File: src/hdl/sitoa_pkg.sv
// ----------------------------------------------------------------------------
// sitoa_pkg
// Shared constants and types for the signed integer to decimal text block.
// ----------------------------------------------------------------------------
package sitoa_pkg;

	localparam int MAG_W         = 32;
	localparam int NUM_DIGITS    = 10;
	localparam int DIGIT_W       = 4;
	localparam int BCD_W         = NUM_DIGITS * DIGIT_W;
	localparam int BITS_PER_STEP = 4;
	localparam int CONV_STEPS    = MAG_W / BITS_PER_STEP;
	localparam int STEP_W        = 3;
	localparam int LEN_W         = 4;
	localparam int CHAR_W        = 8;

	localparam int Q_DEPTH = 2;
	localparam int Q_PTR_W = 1;
	localparam int Q_CNT_W = 2;

	localparam logic [CHAR_W-1:0] CHAR_ZERO  = 8'h30;
	localparam logic [CHAR_W-1:0] CHAR_MINUS = 8'h2D;

	typedef logic [NUM_DIGITS-1:0][DIGIT_W-1:0] bcd_t;

	// one classified number waiting for the emitter
	typedef struct packed {
		logic             neg;
		bcd_t             bcd;
		logic [LEN_W-1:0] len;
	} q_entry_t;

endpackage

File: src/hdl/sitoa_fifo.sv
// ----------------------------------------------------------------------------
// sitoa_fifo
// Short queue of classified numbers between converter and emitter.
// ----------------------------------------------------------------------------
module sitoa_fifo import sitoa_pkg::*; (
	input  logic     clk,
	input  logic     arst_n,
	input  logic     push_valid,
	output logic     push_ready,
	input  q_entry_t push_data,
	output logic     pop_valid,
	input  logic     pop,
	output q_entry_t pop_data
);

	q_entry_t             mem_q [Q_DEPTH];
	logic [Q_PTR_W-1:0]   wr_ptr_q;
	logic [Q_PTR_W-1:0]   rd_ptr_q;
	logic [Q_CNT_W-1:0]   count_q;
	logic                 do_push;
	logic                 do_pop;

	assign push_ready = (count_q != Q_CNT_W'(Q_DEPTH));
	assign pop_valid  = (count_q != '0);
	assign pop_data   = mem_q[rd_ptr_q];
	assign do_push    = push_valid && push_ready;
	assign do_pop     = pop && pop_valid;

	always_ff @(posedge clk or negedge arst_n) begin
		if (!arst_n) begin
			wr_ptr_q <= '0;
			rd_ptr_q <= '0;
			count_q  <= '0;
		end else begin
			if (do_push) begin
				wr_ptr_q <= (wr_ptr_q == Q_PTR_W'(Q_DEPTH - 1)) ? '0 : wr_ptr_q + 1'b1;
			end
			if (do_pop) begin
				rd_ptr_q <= (rd_ptr_q == Q_PTR_W'(Q_DEPTH - 1)) ? '0 : rd_ptr_q + 1'b1;
			end
			case ({do_push, do_pop})
				2'b10:   count_q <= count_q + 1'b1;
				2'b01:   count_q <= count_q - 1'b1;
				default: count_q <= count_q;
			endcase
		end
	end

	always_ff @(posedge clk) begin
		if (do_push) begin
			mem_q[wr_ptr_q] <= push_data;
		end
	end

endmodule

File: config.mk
export PLATFORM = sky130hd
export DESIGN_NAME = sitoa_fifo
export DESIGN_NICKNAME = d
export VERILOG_FILES = /design/src/hdl/sitoa_pkg.sv /design/src/hdl/sitoa_fifo.sv
export SDC_FILE = /design/constraint.sdc
export NUM_CORES = 1
export LEC_CHECK = 0
export BUFFER_PORTS_ARGS = -buffer_cell sky130_fd_sc_hd__buf_2
export CORE_ASPECT_RATIO = 1.2
export CORE_MARGIN = 8
export CORE_UTILIZATION = 35
export DETAILED_ROUTE_END_ITERATION = 10
export PLACE_DENSITY_LB_ADDON = 0.08
export SLEW_MARGIN = 20
export SYNTH_ARGS = -nofsm -noshare
export SYNTH_HDL_FRONTEND = slang
export SYNTH_SLANG_ARGS = --single-unit
File: constraint.sdc
create_clock -name clk -period 2.75 [get_ports clk]
set_input_delay 0.275 -clock clk [delete_from_list [all_inputs] [get_ports clk]]
set_output_delay 0.275 -clock clk [all_outputs]
set_load 0.05 [all_outputs]
# After elaboration in Yosys (flattened, before gate mapping)
# Memories as Yosys holds them, arrays and structs flattened.
# Index checks and enable logic that the tools add are counted.
dict set report classes {
  add_sub_neg 4
  n_eq_ne 3
  muxes 5
  n_reduce_logical 4
}
# operator n
set op_table {}
lappend op_table {{$mux W1} 4}
lappend op_table {{$pmux W2 S2} 1}
lappend op_table {{$reduce_bool A2 Y1} 2}
lappend op_table {{$add A1 B1 Y1 const B} 2}
lappend op_table {{$add A2 B1 Y2 const B} 1}
lappend op_table {{$eq A2 B1 Y1 const B} 1}
lappend op_table {{$eq A2 B2 Y1 const B} 1}
lappend op_table {{$logic_and A1 B1 Y1} 2}
lappend op_table {{$ne A2 B2 Y1 const B} 1}
lappend op_table {{$sub A2 B1 Y2 const B} 1}
dict set report totals {
  regBits 4
  ramBits 90
  output_inout_bits 47
  wordCells 20
  mem_count 1
}
# memory depth word_bits rd rd_ports_with_merged_regs wr line_no
set mem_list {}
lappend mem_list {mem_q 2 45 1 0 1 sitoa_fifo.sv:16} ;# q_entry_t mem_q [Q_DEPTH];

# Longest topological paths before layout
dict set report depth {
  ltp_word 4
  ltp_mapped 6
  mapped_depth_nobuf 6
}

# Least setup slack after synthesis
# OpenSTA, ideal clock, no wires.
dict set report synth_timing {
  kind {register -> register}
  startpoint {reg count_q[0]}
  endpoint {mem mem_q[0][0] (netlist name), enable pin}
  setup_time_ps 448
  t_arrival_ps 2972
  required_time_ps 2302
  path_slack_ps -669
  stages_incl_launch_ff 4
  n_path_buf 0
  synth_period_minus_slack_ps 3419
  path_cell_list {dfrtp_1 nand2b_1 nand2_1 nor2_1}
}
dict set report synth_between {
  elab_chain_len 4
}
# item line_no
set synth_lines {}
lappend synth_lines {{from (decl)} sitoa_fifo.sv:19} ;# logic [Q_CNT_W-1:0] count_q;
lappend synth_lines {{from (signal assigned)} sitoa_fifo.sv:42} ;# 2'b10: count_q <= count_q + 1'b1;
lappend synth_lines {{from (signal assigned)} sitoa_fifo.sv:43} ;# 2'b01: count_q <= count_q - 1'b1;
lappend synth_lines {{from (signal assigned)} sitoa_fifo.sv:44} ;# default: count_q <= count_q;
lappend synth_lines {{$ne A2 B2 Y1} sitoa_fifo.sv:23} ;# assign push_ready = (count_q != Q_CNT_W'(Q_DEPTH));
lappend synth_lines {{net push_ready} sitoa_fifo.sv:9} ;# output logic push_ready,
lappend synth_lines {{$logic_and A1 B1 Y1} sitoa_fifo.sv:26} ;# assign do_push = push_valid && push_ready;
lappend synth_lines {{$mux W1} sitoa_fifo.sv:50} ;# if (do_push) begin
lappend synth_lines {{$mux W1 (implied by the code)} sitoa_fifo.sv:51} ;# mem_q[wr_ptr_q] <= push_data;
lappend synth_lines {{to (decl)} sitoa_fifo.sv:16}
# The timed path passes the listed nets, and every way through them passes these cells.

==> results.md <==
- Filler instances: roughly 870
- First-pass GRT wire length: 9977 um
- Core area: approximately 9600 sq um
- Worst skew pair latency: roughly 330 ps
- Placed cell count: 374
- Yosys cell types: 13
- Post-route ant nets: 0
- Final worst path period need: between 2000 and 2500 ps
- Hold Vio Cnt, Final: 0
- Worst-Margin Slew: 640.6 ps
- Initial Util: 0.3619
- Final std cells w/o fill: 391
- Design Area, Final: 4392 sq um
- Mean Syn Cell Area: approximately 22 sq um
- Drt drc: 0
- Hold crit path type: primary input to flip-flop
- CTS tree: yes
- Number of warnings issued by yosys: 0
- Num CTS Buffers: 9
- Setup TNS: 0 ps
- Status: completed
- Antenna cell count: 0
- # clock sinks: 94
- Yosys top cell area share: 0.7809
- Clk root buf: clkbuf_16
- Post-CTS Setup Bufs: 0
- WL final: between 6000 and 7000 um
- Slowest cell on crit path: dfrtp_2
- Initial antenna violation count: 0
- Crit Path Category: flip-flop to output pin
- Total GRT Usage: 0.09974
- Hold slack: roughly 130 ps
- Final setup margin: between 700 and 800 ps
- RSZ-0062 raised after global routing: false
- CTS resizes: 0
- Leakage power: roughly 1.6 nW
- Post-Syn Area: 3461 sq um
- Cell taking the most area after synthesis: edfxtp_1
- Yosys reg bits: 94
- Worst vdd ir: between 0.6 and 0.7 mV
- Final setup violation count: 0
- DR iter-0 viols: 45
- Max_slew headroom: 0.5729
- CP startpoint kind: flip-flop
- Drt via density: 4.448
- Synthesized Nets: 207
- Maximum fanout along the worst path: 39
- Share of cells above drive strength 1: 0.5970
- CP Data Required Time: 2480 ps
- Most common cell after layout, fill and taps aside: buf_2
- Routed wire per std cell: 16.66 um
- Clock Tree Buf Depth: 2
- CTS clk-pin slew, worst paths: 60 ps
- Cell row count: 39
- Dpl cell area: 4099 sq um
- Place WS: 1044 ps
- CP Data Arrival Time: 1730 ps
- Largest net degree at the start of global routing: 46
- Commonest cells after routing, fill and taps aside: buf_2 (95), edfxtp_1 (90), mux2_2 (45), clkbuf_16 (9)
- CP cell instances: buf_12 -> mux2_2 -> buf_2
- Max-Cap Viols: 0
- Maximum clock rate: 497.8 MHz
- Final Max Tran Viols: 0
- Final period utilization: 0.7305
- Sequential share of the synthesized area: 0.8098
- Htree depth: 3
- Overflow after GRT: 0
- Number of port buffers: 95
- CP max stage delay: about 500 ps
- Via count: 1,739
- Die width: 106.8 um
- Die H: 124.9 um
- Initial DRT Pass Iterations: 4
- Num ports: between 90 and 100
- Final nets: around 310
- Die Footprint: 13,340 sq um
- Clock skew: 5.101 ps
- Vias in the first global route: 1,883
- GPL Wtd Cong: 0.6627
- Setup crit end kind: output pin
- Detailed Place HPWL: 4350 um
- Area grow syn2layout: 26.90%
- Power density cells: 1271 nW/um^2
- Gate Count Post-Synth: 157
- Area contributors post-synth: edfxtp_1 (78%), mux2_2 (15%), dfrtp_1 (2.9%), buf_6 (1.6%), xnor2_1 (0.76%)
-- metrics by stage --
stage / util / total power, mW
4_1_cts: 0.4592 / 5.691
5_1_grt: 0.4592 / 5.832
3_3_place_gp: 0.4286 / 4.497
2_1_floorplan: - / 3.967
6_report: 0.4592 / 5.580
3_5_place_dp: 0.4286 / 4.499
-- flip-flops by register name, summed over array words and instances (netlist names) --
name      flops
count_q       2
mem_q        90
rd_ptr_q      1
wr_ptr_q      1
-- report_power, final --
group	internal, mW	switching, mW
clock network	0.697	0.470
logic	0.663	1.68
registers	1.96	0.104
total	3.32	2.26
-- final timing paths --
path / start / endpoint / slack, ps / cells past startpoint
max: rd_ptr_q / pop_data[23] / 740 / 3
min: push_data[37] / mem_q[1][37] / 130 / 1
max reg2reg: count_q[0] / mem_q[0][16] / 1050 / 4
min reg2reg: count_q[1] / count_q[1] / 490 / 1
max in group asynchronous: arst_n / rd_ptr_q / 2330 / 2
min in group asynchronous: arst_n / count_q[1] / 280 / 2
-- area by class of cell --
| cell class | instances | area, sq um | share of cell area |
|---|---|---|---|
| repair buffers | 100 | 540.5 | 0.1231 |
| clock buffers | 11 | 232.7 | 0.05299 |
| flip-flops and latches | 94 | 2804 | 0.6385 |
| well taps | 123 | 153.9 | 0.03504 |
| clock inverters | 5 | 50.05 | 0.01140 |
| multi-input cells | 58 | 610.6 | 0.1390 |
-- timing repair --
action                                  CTS  global route
endpoints found under the setup margin    0             0
hold buffers                              1             0
endpoints found under the hold margin     4             0
-- layer usage --
layer  routed length [um]  GRT usage  up-vias
met5                    0          0        -
li1                     -          -      827
met2                 3130     0.1557       62
met1                 2724     0.1120      841
met4                  140    0.06224        0
met3                  518    0.03854        9
-- critical path: cells and delay by family (launching register included) --
family | cells | cell delay, ps
flops | 1 | 500
buf+inv | 2 | 500
mux | 1 | 380
-- kinds of logic (layout without fill, tap and decap cells) --
family | count (synthesis) | count (layout) | synth area share
mux | 45 | 45 | 0.1464
xor+xnor | 5 | 5 | 0.01266
flops | 94 | 94 | 0.8098
fa+ha+maj | 1 | 1 | 0.003615
simple gates | 7 | 7 | 0.01121
buf+inv | 5 | 116 | 0.01627
-- cells in the mapped netlist, drive strengths merged --
master  instances
nand2b          1
and3            1
or2             1
nand2           1
dfrtp           4
and2            1
buf             5
xor2            2
xnor2           3
mux2           45
nor2            2
ha              1
edfxtp         90
Power figures use the tool's default switching activity.
